`src/hw/rtl/multichannel_highpass_biquad_core_defines.svh`:
```
// ----------------------------------------------------------------------------
// multichannel highpass biquad - assertion macros
// shared concurrent assertion forms, clocked on clk, disabled in reset
// ----------------------------------------------------------------------------
`ifndef MULTICHANNEL_HIGHPASS_BIQUAD_CORE_DEFINES_SVH
`define MULTICHANNEL_HIGHPASS_BIQUAD_CORE_DEFINES_SVH

// same-cycle implication
`define MHPBQ_ASSERT_IMPL(lbl, ante, cons, msg) \
    lbl: assert property (@(posedge clk) disable iff (!rst_n) (ante) |-> (cons)) \
        else $error(msg);

// next-cycle implication
`define MHPBQ_ASSERT_NEXT(lbl, ante, cons, msg) \
    lbl: assert property (@(posedge clk) disable iff (!rst_n) (ante) |=> (cons)) \
        else $error(msg);

`endif

```
`src/hw/rtl/mhpbq_ram.sv`:
```
// ----------------------------------------------------------------------------
// mhpbq_ram
// generic simple dual-port ram, one write and one registered read port
// ----------------------------------------------------------------------------
module mhpbq_ram #(
    parameter int WIDTH = 8,
    parameter int DEPTH = 16,
    localparam int AW = (DEPTH > 1) ? $clog2(DEPTH) : 1
) (
    input  logic             clk,
    input  logic             we,
    input  logic [AW-1:0]    waddr,
    input  logic [WIDTH-1:0] wdata,
    input  logic [AW-1:0]    raddr,
    output logic [WIDTH-1:0] rdata
);

    logic [WIDTH-1:0] mem [DEPTH];

    always_ff @(posedge clk)
    begin
        if (we)
        begin
            mem[waddr] <= wdata;
        end
        rdata <= mem[raddr];
    end

endmodule

```
`config.mk`:
```
export PLATFORM = sky130hd
export DESIGN_NAME = mhpbq_ram
export DESIGN_NICKNAME = d
export VERILOG_FILES = /design/src/hw/rtl/multichannel_highpass_biquad_core_defines.svh /design/src/hw/rtl/mhpbq_ram.sv
export SDC_FILE = /design/constraint.sdc
export NUM_CORES = 1
export LEC_CHECK = 0
export BUFFER_PORTS_ARGS = -buffer_cell sky130_fd_sc_hd__buf_2
export CORE_ASPECT_RATIO = 0.6
export CORE_UTILIZATION = 65
export CTS_CLUSTER_SIZE = 10
export DETAILED_ROUTE_END_ITERATION = 12
export HOLD_SLACK_MARGIN = 0.15
export PLACE_DENSITY = 0.87
export SLEW_MARGIN = 30
export SYNTH_ARGS = -nofsm -noshare
export SYNTH_HDL_FRONTEND = slang
export SYNTH_SLANG_ARGS = --single-unit
```
`constraint.sdc`:
```
create_clock -name clk -period 4.55 [get_ports clk]
set_input_delay 0.91 -clock clk [delete_from_list [all_inputs] [get_ports clk]]
set_output_delay 0.91 -clock clk [all_outputs]
set_load 0.05 [all_outputs]
```
## Word-level counts from Yosys, hierarchy flattened

Memory sizes are Yosys's and may differ from the RTL's. A register that Yosys moved wholly into a read port is not among the register bits.
Cells that the tools add are included.

| cells by class | value |
|---|---|
| shift operators | 0 |
| div/mod/pow operators | 0 |
| order comparisons | 0 |
| mux-type cells | 2 |
| bitwise operators | 0 |
| $add $sub $neg | 0 |
| multiply operators | 0 |
| eq/ne operators | 0 |
| reductions and logical operators | 0 |

Operator list:

| operator | count |
|---|---|
| $mux W1 | 2 |

| storage, ports and cells | value |
|---|---|
| memories kept | 1 |
| register bits after elaboration | 0 |
| word-level logic and storage cells | 3 |
| output and inout port bits | 8 |
| memory bits (writable) | 128 |
| bits in latches | 0 |
| ROM bits | 0 |

Memory list:

| name | words | width | rd ports | clocked after memory_dff | write ports | line | source |
|---|---|---|---|---|---|---|---|
| mem | 16 | 8 | 1 | 1 | 1 | mhpbq_ram.sv:18 | `logic [WIDTH-1:0] mem [DEPTH];` |

## Depth between registers and ports, before layout

| depth | value |
|---|---|
| word-level depth | 2 |
| depth in mapped cells | 5 |

## Least setup slack after synthesis

No wires, ideal clock.

| path | value |
|---|---|
| path type | in2reg |
| start point | input waddr[2] |
| end point | memory mem[0][0] (enable) |
| path slack | 2.147 ns |
| setup time | 0.383 ns |
| cell stages on the path | 2 |
| required time | 4.167 ns |
| path buffers | 0 |
| data arrival time | 2.020 ns |
| cells stage by stage | or3b_2 nor3_1 |

RTL lines:

| what | line | source |
|---|---|---|
| start: declaration | mhpbq_ram.sv:12 | `input logic [AW-1:0] waddr,` |
| end: declaration | mhpbq_ram.sv:18 |  |

Straight into the memory's write port.

## Worst setup path in the final report

| path | value |
|---|---|
| start point | input waddr[2] |
| end point | memory mem[2][0] (enable) |

Straight into the memory's write port.

==> reports/metrics.yaml <==
cp.arrival_ns: 2.25
power.leakage_nw: 1.97
synth_seq_cells: 136
firstDrtPassIters: 6
wire_per_inst_um: 26.2
antenna_found_initial: 0
postRouteAntennaNets: 0
multi_input_area_sq_um: 1070
reg2reg_depth: 3
final.setup.worst_slack_ns: 2.33
drv_slew: 0
drt_wl_total_um: 9960
hold_path_startpoint: "mem[8][4]$_DFFE_PP_"
dp_slack_ns: 1.97
place.gp.congestion: 0.857
hold_class: "reg2reg"
crit_buf_inv: 1
grt_pass1_wl_um: 14600
start_util: 0.691
io_buffer_count: 25
dieArea_sq_um: 8290
cp_max_fo: 8
clk_pin_slew_worst_paths_ns: 0.05
tns_ns: 0
min_period_ns: 2.22
die_h_um: 70.9
fmax_mhz: 451
ys_warn_count: 0
gr-total-overflow: 0
outcome: "complete, no violations"
n_fill_cell: 391
fin_util: 0.790
root_buffer: "clkbuf_16"
setup_viol: 0
num_rows: 24
r2r-start: "mem[7][6]$_DFFE_PP_"
drt-initial-drc-count: 339
ys_seq_area_frac: 0.778
htreeDepth: 4
num-nets-final: 282
numCtsBuffers: 17
insertion_delay_ns: 0.41
clk_path_buf_depth: 2
finalClockSkew_ns: 0.00375
crit_path_max_incr_delay_ns: 0.68
slowest_stage: "nor2_1"
cp-start-kind: "primary input"
grt_setup_unrepaired: "no"
crit_type: "in2reg"
cts_tree: "yes"
routed-wl-met3_um: 868
viasPerCell: 6.45
crit_family: "simple AND/OR/NAND/NOR gates"
end_kind: "register"
synthesis.nets: 247
tightest_slew_ns: 0.865
postCtsResizedCells: 0
seq_area_sq_um: 4000
max_cap_violations: 0
period_share: 0.487
worst_hold_path.endpoint: "rdata[4]$_DFF_P_"
dr_wl_met2_um: 4780
drc: 0
syn-cell-area_sq_um: 5150
diodes: 0
core-area_sq_um: 7450
hpwl_um: 5870
hold-path-cell-count: 3
peakVddDrop_mv: 0.384
drive_above_1_share: 0.264
die_width_um: 117
grt_usage: 0.277
wirelength_met1_um: 4300
post_cts_buffers: 0
top_layer_used: "met4"
syn2layout_area_growth_pct: 14.3
grt_max_degree: 33
vias: 2456
power_density_nw_per_um2: 480
worstReg2RegEnd: "rdata[6]$_DFF_P_"
numClockSinks: 136
avgSynthCellArea_sq_um: 22.5
final-hold-violation-count: 0
cp.required_ns: 4.58
grt_pass1_vias: 2395
crit_chain: "buf_2, or3b_2, nor2_1"
netlist_instances: 229
cts.hold.buffers_added: 0
ys_types: 19
relSlewSlack: 0.421
reg2reg_slack_ns: 3.17
io_pins: 26
==> through the flow <==
step | hold slack (ns) | area (sq um) | total power [mW] | cells
2_1_floorplan | 0.629 | 5150 | 1.53 | 229
6_report | 0.678 | 5890 | 2.83 | 381
4_1_cts | 0.676 | 5890 | 2.84 | 381
5_1_grt | 0.714 | 5890 | 2.90 | 381
3_3_place_gp | 0.664 | 5320 | 1.58 | 349
3_5_place_dp | 0.660 | 5340 | 1.59 | 349
==> cell type report <==
cell class                      count  area share
Timing Repair Buffer               26      0.0230
Sequential cell                   136       0.680
Clock inverter                     13      0.0189
Clock buffer                       19      0.0736
Multi-Input combinational cell     83       0.182
Tap cell                          104      0.0221
==> logic make-up (layout without fill, tap and decap cells) <==
family | Yosys count | after routing | share of synthesized area
buffers and inverters | 10 | 58 | 0.0168
AO/OA/AOI/OAI | 16 | 16 | 0.0233
AND/OR/NAND/NOR | 35 | 35 | 0.0318
multiplexers | 32 | 32 | 0.150
flip-flops | 136 | 136 | 0.778
==> flip-flops by register name (all words and copies together), names as in the netlist <==
signal,flops
mem,128
rdata,8
==> cells in the final DEF (no fill, tap or decap), drive strengths merged, types with 2 or more instances in the layout <==
| cell type | n |
|---|---|
| clkbuf | 19 |
| nor3 | 4 |
| bufinv | 2 |
| dfxtp | 8 |
| buf | 26 |
| clkinv | 10 |
| nand2b | 2 |
| nor2 | 13 |
| nand3b | 2 |
| mux4 | 32 |
| a22oi | 16 |
| edfxtp | 128 |
| nand2 | 9 |
==> cells in the mapped netlist <==
cell,instances,share of area
dfxtp_1,8,0.031
clkdlybuf4s25_2,3,0.0058
and2b_1,1,0.0015
a22oi_1,16,0.023
buf_4,1,0.0015
buf_2,3,0.0029
nor2b_1,1,0.0012
and2_1,1,0.0012
mux4_1,14,0.071
nand3_1,1,0.00097
edfxtp_1,128,0.75
nor2_1,13,0.0095
nand3b_1,2,0.0029
nand2b_1,2,0.0024
mux4_2,18,0.079
buf_6,3,0.0066
nand2_1,9,0.0066
nor3_1,4,0.0039
or3b_2,1,0.0017
==> metal layers <==
layer | global-route usage | up-vias
met4 | 0.0549 | 0
met2 | 0.399 | 129
li1 | - | 1041
met5 | 0 | -
met3 | 0.129 | 2
met1 | 0.399 | 1284
==> worst register-to-register path, stage by stage (launching register included) <==
cell	delay, ns
edfxtp_1	0.38
mux4_2	0.53
a22oi_1	0.26
nand2_1	0.10
==> power by group <==
| group | internal [mW] | switching (mW) |
|---|---|---|
| clock | 0.790 | 0.469 |
| combinational | 0.0507 | 0.106 |
| sequential | 1.40 | 0.00860 |
==> how the worst max path moves through the flow <==
stage / startpoint / end / slack, ns / cells past startpoint
6_report: waddr[2] / mem[2][0]$_DFFE_PP_ / 2.33 / 3
5_1_grt: waddr[2] / mem[2][6]$_DFFE_PP_ / 2.29 / 3
4_1_cts: waddr[2] / mem[2][6]$_DFFE_PP_ / 2.33 / 3
3_5_place_dp: waddr[2] / mem[2][1]$_DFFE_PP_ / 1.97 / 3
3_3_place_gp: waddr[2] / mem[0][1]$_DFFE_PP_ / 1.63 / 3
2_1_floorplan: waddr[2] / mem[0][0]$_DFFE_PP_ / 2.15 / 2
No activity file was read; power rests on OpenSTA's default activity.
