### src/hw/rtl/multichannel_highpass_biquad_core_defines.svh
// ----------------------------------------------------------------------------
// multichannel highpass biquad - assertion macros
// shared concurrent assertion forms, clocked on clk, disabled in reset
// ----------------------------------------------------------------------------
`ifndef MULTICHANNEL_HIGHPASS_BIQUAD_CORE_DEFINES_SVH
`define MULTICHANNEL_HIGHPASS_BIQUAD_CORE_DEFINES_SVH

// same-cycle implication
`define MHPBQ_ASSERT_IMPL(lbl, ante, cons, msg) \
    lbl: assert property (@(posedge clk) disable iff (!rst_n) (ante) |-> (cons)) \
        else $error(msg);

// next-cycle implication
`define MHPBQ_ASSERT_NEXT(lbl, ante, cons, msg) \
    lbl: assert property (@(posedge clk) disable iff (!rst_n) (ante) |=> (cons)) \
        else $error(msg);

`endif

### src/hw/rtl/mhpbq_pkg.sv
// ----------------------------------------------------------------------------
// mhpbq_pkg
// shared types and constants of the multichannel highpass biquad
// ----------------------------------------------------------------------------
package mhpbq_pkg;

    localparam int CHAN_BITS    = 4;
    localparam int COEF_BITS    = 32;
    localparam int CFG_IDX_BITS = 8;

    // request kinds carried in tuser
    localparam logic REQ_SAMPLE = 1'b0;
    localparam logic REQ_CLEAR  = 1'b1;

    typedef enum logic [CFG_IDX_BITS-1:0] {
        REG_COEF_A0 = 8'd0,
        REG_COEF_A1 = 8'd1,
        REG_COEF_B1 = 8'd2,
        REG_COEF_B2 = 8'd3
    } cfg_reg_t;

    typedef struct packed {
        logic signed [COEF_BITS-1:0] a0;
        logic signed [COEF_BITS-1:0] a1;
        logic signed [COEF_BITS-1:0] b1;
        logic signed [COEF_BITS-1:0] b2;
    } coef_set_t;

endpackage

### src/hw/rtl/mhpbq_cfg.sv
// ----------------------------------------------------------------------------
// mhpbq_cfg
// coefficient register file written over the configuration channel
// ----------------------------------------------------------------------------
module mhpbq_cfg
    import mhpbq_pkg::*;
(
    input  logic                    clk,
    input  logic                    rst_n,
    input  logic                    wr_en,
    input  logic [CFG_IDX_BITS-1:0] wr_index,
    input  logic [COEF_BITS-1:0]    wr_data,
    output coef_set_t               coef
);

    coef_set_t coef_reg;

    always_ff @(posedge clk or negedge rst_n)
    begin
        if (!rst_n)
        begin
            coef_reg <= '0;
        end
        else if (wr_en)
        begin
            case (wr_index)
                REG_COEF_A0: coef_reg.a0 <= wr_data;
                REG_COEF_A1: coef_reg.a1 <= wr_data;
                REG_COEF_B1: coef_reg.b1 <= wr_data;
                REG_COEF_B2: coef_reg.b2 <= wr_data;
                default:     coef_reg <= coef_reg;
            endcase
        end
    end

    assign coef = coef_reg;

endmodule

### config.mk
export PLATFORM = sky130hd
export DESIGN_NAME = mhpbq_cfg
export DESIGN_NICKNAME = d
export VERILOG_FILES = /design/src/hw/rtl/multichannel_highpass_biquad_core_defines.svh /design/src/hw/rtl/mhpbq_pkg.sv /design/src/hw/rtl/mhpbq_cfg.sv
export SDC_FILE = /design/constraint.sdc
export NUM_CORES = 1
export LEC_CHECK = 0
export BUFFER_PORTS_ARGS = -buffer_cell sky130_fd_sc_hd__buf_2
export CAP_MARGIN = 10
export CORE_MARGIN = 4
export CORE_UTILIZATION = 53
export DETAILED_ROUTE_END_ITERATION = 10
export PLACE_DENSITY_LB_ADDON = 0.1
export RECOVER_POWER = 50
export REMOVE_ABC_BUFFERS = 1
export SYNTH_ARGS = -nofsm -noshare
export SYNTH_HDL_FRONTEND = slang
export SYNTH_SLANG_ARGS = --single-unit
### constraint.sdc
create_clock -name clk -period 1.8 [get_ports clk]
set_clock_uncertainty 0.15 [all_clocks]
set_input_delay 0.09 -clock clk [delete_from_list [all_inputs] [get_ports clk]]
set_output_delay 0.09 -clock clk [all_outputs]
set_load 0.01 [all_outputs]
* Yosys cells after proc, flatten, opt, wreduce, memory -nomap -nowiden
Index checks and enable logic that the tools add are counted.
W data, S select, Z words.
** Storage, ports and cells
- Output and inout bits :: 128
- Input port bits :: 43
- Bits in latches :: 0
- Bits in registers :: 128
- RAM bits :: 0
- Bits in read-only memories :: 0
- Memories kept :: 0
- Word-level logic and storage cells :: 12
** Cells by class
- Order comparisons :: 0
- Shifts and indexed selects :: 0
- Equality and inequality tests :: 3
- Bitwise logic cells :: 0
- Multiply operators :: 0
- Add/sub/neg operators :: 0
- Divide/modulo/power cells :: 0
- Mux-type cells :: 0
- Reductions and logical operators :: 5
** Operators by type and width (number)
- $eq A8 B2 Y1 const B :: 2
- $eq A8 B1 Y1 const B :: 1
- $logic_not A8 Y1 :: 1
- $reduce_and A2 Y1 :: 4

* Longest topological paths before layout
- Depth in word-level cells :: 2
- Mapped depth :: 5
- Mapped depth without buffers :: 3

* Worst setup path after synthesis
No wires, ideal clock.
- Path type :: input to register
- Start point :: in wr_index[6]
- End point :: reg coef_reg (netlist bit coef[121])
- Library setup time :: 0.125 ns
- Required time :: 1.525 ns
- Buffers on the path :: 2
- Stages :: 5
- Path slack :: 0.235 ns
- Data arrival time :: 1.290 ns
- Cells stage by stage :: nor4b_2 and4bb_1 clkbuf_2 buf_4 mux2_2
** On the way
- Longest elaborated chain between the ends :: 2
** Ends and longest elaborated chain
- start: declaration :: RTL line mhpbq_cfg.sv:11 : input logic [CFG_IDX_BITS-1:0] wr_index,
- $logic_not A8 Y1 :: RTL line mhpbq_cfg.sv:26 : case (wr_index)
- $reduce_and A2 Y1 (no source line)
- end signal: assignment :: RTL line mhpbq_cfg.sv:31 : default: coef_reg <= coef_reg;
- end: declaration :: RTL line mhpbq_cfg.sv:16 : coef_set_t coef_reg;
Every way passes these cells.
A chain may end at the register's enable or synchronous reset.

* Worst setup path after layout
- Start point :: in wr_index[6]
- End point :: reg coef_reg (netlist bit coef[69])
** On the way
- Longest elaborated chain between the ends :: 2
** Ends and longest elaborated chain (RTL line)
- $eq A8 B1 Y1 :: mhpbq_cfg.sv:26
- $reduce_and A2 Y1 (no source line)
Every way passes these cells.

==> summary.md <==
| Metric | Value |
|---|---|
| Largest net degree at the start of global routing | `129` |
| Synth-to-Final Area Change | `40.0%` |
| Max-cap violations | `0` |
| Number of global-route vias before repair | `3458` |
| Startpoint Class | `primary input` |
| Worst path cell trace | `buf_2 > nor4b_1 > clkbuf_1 > nand4b_1 > clkbuf_4 > mux2_2` |
| Final setup fails | `0` |
| Root buffer cell | `clkbuf_8` |
| Detailed Route WL | `11100 µm` |
| First-pass GRT wire length | `17600 µm` |
| Syn Area/Cell | `17.4 µm²` |
| Syn. warnings | `0` |
| H-tree depth | `4` |
| Mapped cell area | `4770 µm²` |
| Clock Tree Buf Depth | `2` |
| Final routed DRC violation total | `0` |
| Largest register FFs | `128` |
| Hold Vio Cnt, Final | `0` |
| DR iter-0 viols | `54` |
| Cell Pwr Density | `1030 nW/µm²` |
| Die Area | `10600 µm²` |
| Post-DP HPWL | `7180 µm` |
| Cells after synthesis | `275` |
| Final Cell Area | `6680 µm²` |
| GPL Wtd Cong | `0.764` |
| Final period util | `77.0%` |
| # IOs | `171` |
| Final core utilization | `76.2%` |
| Detailed Routing Iterations Pass 1 | `5` |
| CTS Sinks | `128` |
| Total track usage | `22.2%` |
| Hold_ws | `0.132 ns` |
| Final Worst Setup Slack | `0.415 ns` |
| Grt ovf | `0` |
| Clk_lat worst skew | `0.51 ns` |
| Sequential fraction of the synthesis area | `67.1%` |
| Top delay family on crit path | `buffers and inverters` |
| Std cell rows | `34` |
| CP Data Arrival Time | `1.62 ns` |
| WL/cell | `18.0 µm` |
| RSZ-0062 raised after global routing | `false` |
| Crit path max-delay cell type | `nor4b_1` |
| Antenna violations before repair | `0` |
| Setup_tns | `0 ns` |
| Run status | `finished clean` |
| Vias | `3143` |
| Die width | `103 µm` |
| Crit path max fanout | `28` |
| Lkg Pwr | `3.82 nW` |
| Worst min-delay path category | `in2reg` |
| Die H | `103 µm` |
| CP Capture Type | `flip-flop` |
| CTS clock-pin slew for the worst setup and hold paths | `0.06 ns` |
| CP peak stage delay | `0.39 ns` |
| Crit path kind | `in2reg` |
| Fmax | `722 MHz` |
| Post-CTS setup buffers | `0` |
| Slew Viols, Final | `0` |
| Core Area | `8760 µm²` |
| Nets | `538` |
| Ratio of cells with drive above 1 in the final layout | `65.5%` |
| Worst Path Required | `2.04 ns` |
| IO Port Bufs | `170` |
| Initial Util | `54.5%` |
| Via density per instance | `5.11` |
| Antenna viol nets, final | `0` |
| Final min period | `1.39 ns` |
| Worst slack, placed | `0.0934 ns` |
| TritonCTS buffer count | `17` |
| Placement Cell Area | `5820 µm²` |
| Slew @ Worst Pin | `1.15 ns` |
| #FFs+latches synth | `128` |
| Ant diodes | `0` |
| Worst relative slew slack | `23.5%` |
| Worst vdd rail ir drop | `0.000812 V` |
| CP Buf/Inv Count | `3` |
| CTS tree | `done` |
| Netlist cell types | `11` |
repair_timing:
action | in CTS | in global routing
hold endpoints to repair | 256 | 0
gates resized for setup | 0 | 0
hold buffers | 33 | 0
layout by cell type, fill, tap and decap left out, drive strengths merged, types with 2 or more instances in the layout:
cell	netlist	final
buf	12	176
bufinv	0	2
clkbuf	1	24
clkinv	0	3
clkinvlp	0	7
dfrtp	128	128
dlygate4sd3	0	33
mux2	128	128
nand4b	2	2
power by group:
part | switching, mW | internal, mW | leakage (nW)
Combinational | 0.272 | 0.276 | 1.80
Clock | 1.24 | 2.00 | 0.254
Sequential | 0.0673 | 3.02 | 1.76
synth_stat cells (all sizes together):
| library cell | number | share of area (%) |
|---|---|---|
| and4bb | 1 | 0.26 |
| nand4b | 2 | 0.37 |
| nor3 | 1 | 0.10 |
| clkbuf | 1 | 0.10 |
| nand4 | 1 | 0.13 |
| nor4b | 1 | 0.31 |
| buf | 12 | 1.4 |
| dfrtp | 128 | 67 |
| mux2 | 128 | 30 |
metal layers:
layer / up-vias / track usage [%] / wire (µm)
met5: - / 0 / 0
met4: 0 / 10.1 / 253
met3: 21 / 6.16 / 747
met2: 113 / 36.9 / 5580
met1: 1581 / 27.0 / 4520
li1: 1428 / - / -
layout make-up:
class | count | area, µm²
timing repair buffer | 214 | 1280
sequential | 128 | 3200
tap | 108 | 135
fill | 564 | 2080
clock inverter | 12 | 139
multi-input combinational | 134 | 1490
clock buffer | 19 | 432
metrics by stage:
step / std cells / power [mW]
floorplan: 262 / 3.32
global placement: 551 / 3.62
detailed placement: 551 / 3.64
CTS: 615 / 6.95
global route: 615 / 7.13
finish: 615 / 6.87
kinds of logic (layout without fill, tap and decap cells):
kind of cell	after synthesis	after routing	share of synthesized area, %
flops	128	128	67.1
buf+inv	13	245	1.52
simple gates	6	6	1.18
mux	128	128	30.2
final timing paths:
path / from / depth (start not counted) / slack (ns) / endpoint
setup / recovery: wr_index[6] / 6 / 0.41 / coef[69]$_DFFE_PN0P_
hold / removal: wr_index[0] / 4 / 0.13 / coef[95]$_DFFE_PN0P_
setup reg to reg: coef[18]$_DFFE_PN0P_ / 1 / 0.83 / coef[18]$_DFFE_PN0P_
hold reg to reg: coef[126]$_DFFE_PN0P_ / 1 / 0.34 / coef[126]$_DFFE_PN0P_
max in group asynchronous: rst_n / 3 / 0.46 / coef[110]$_DFFE_PN0P_
min in group asynchronous: rst_n / 3 / 0.22 / coef[32]$_DFFE_PN0P_
Power figures use the tool's default switching activity.
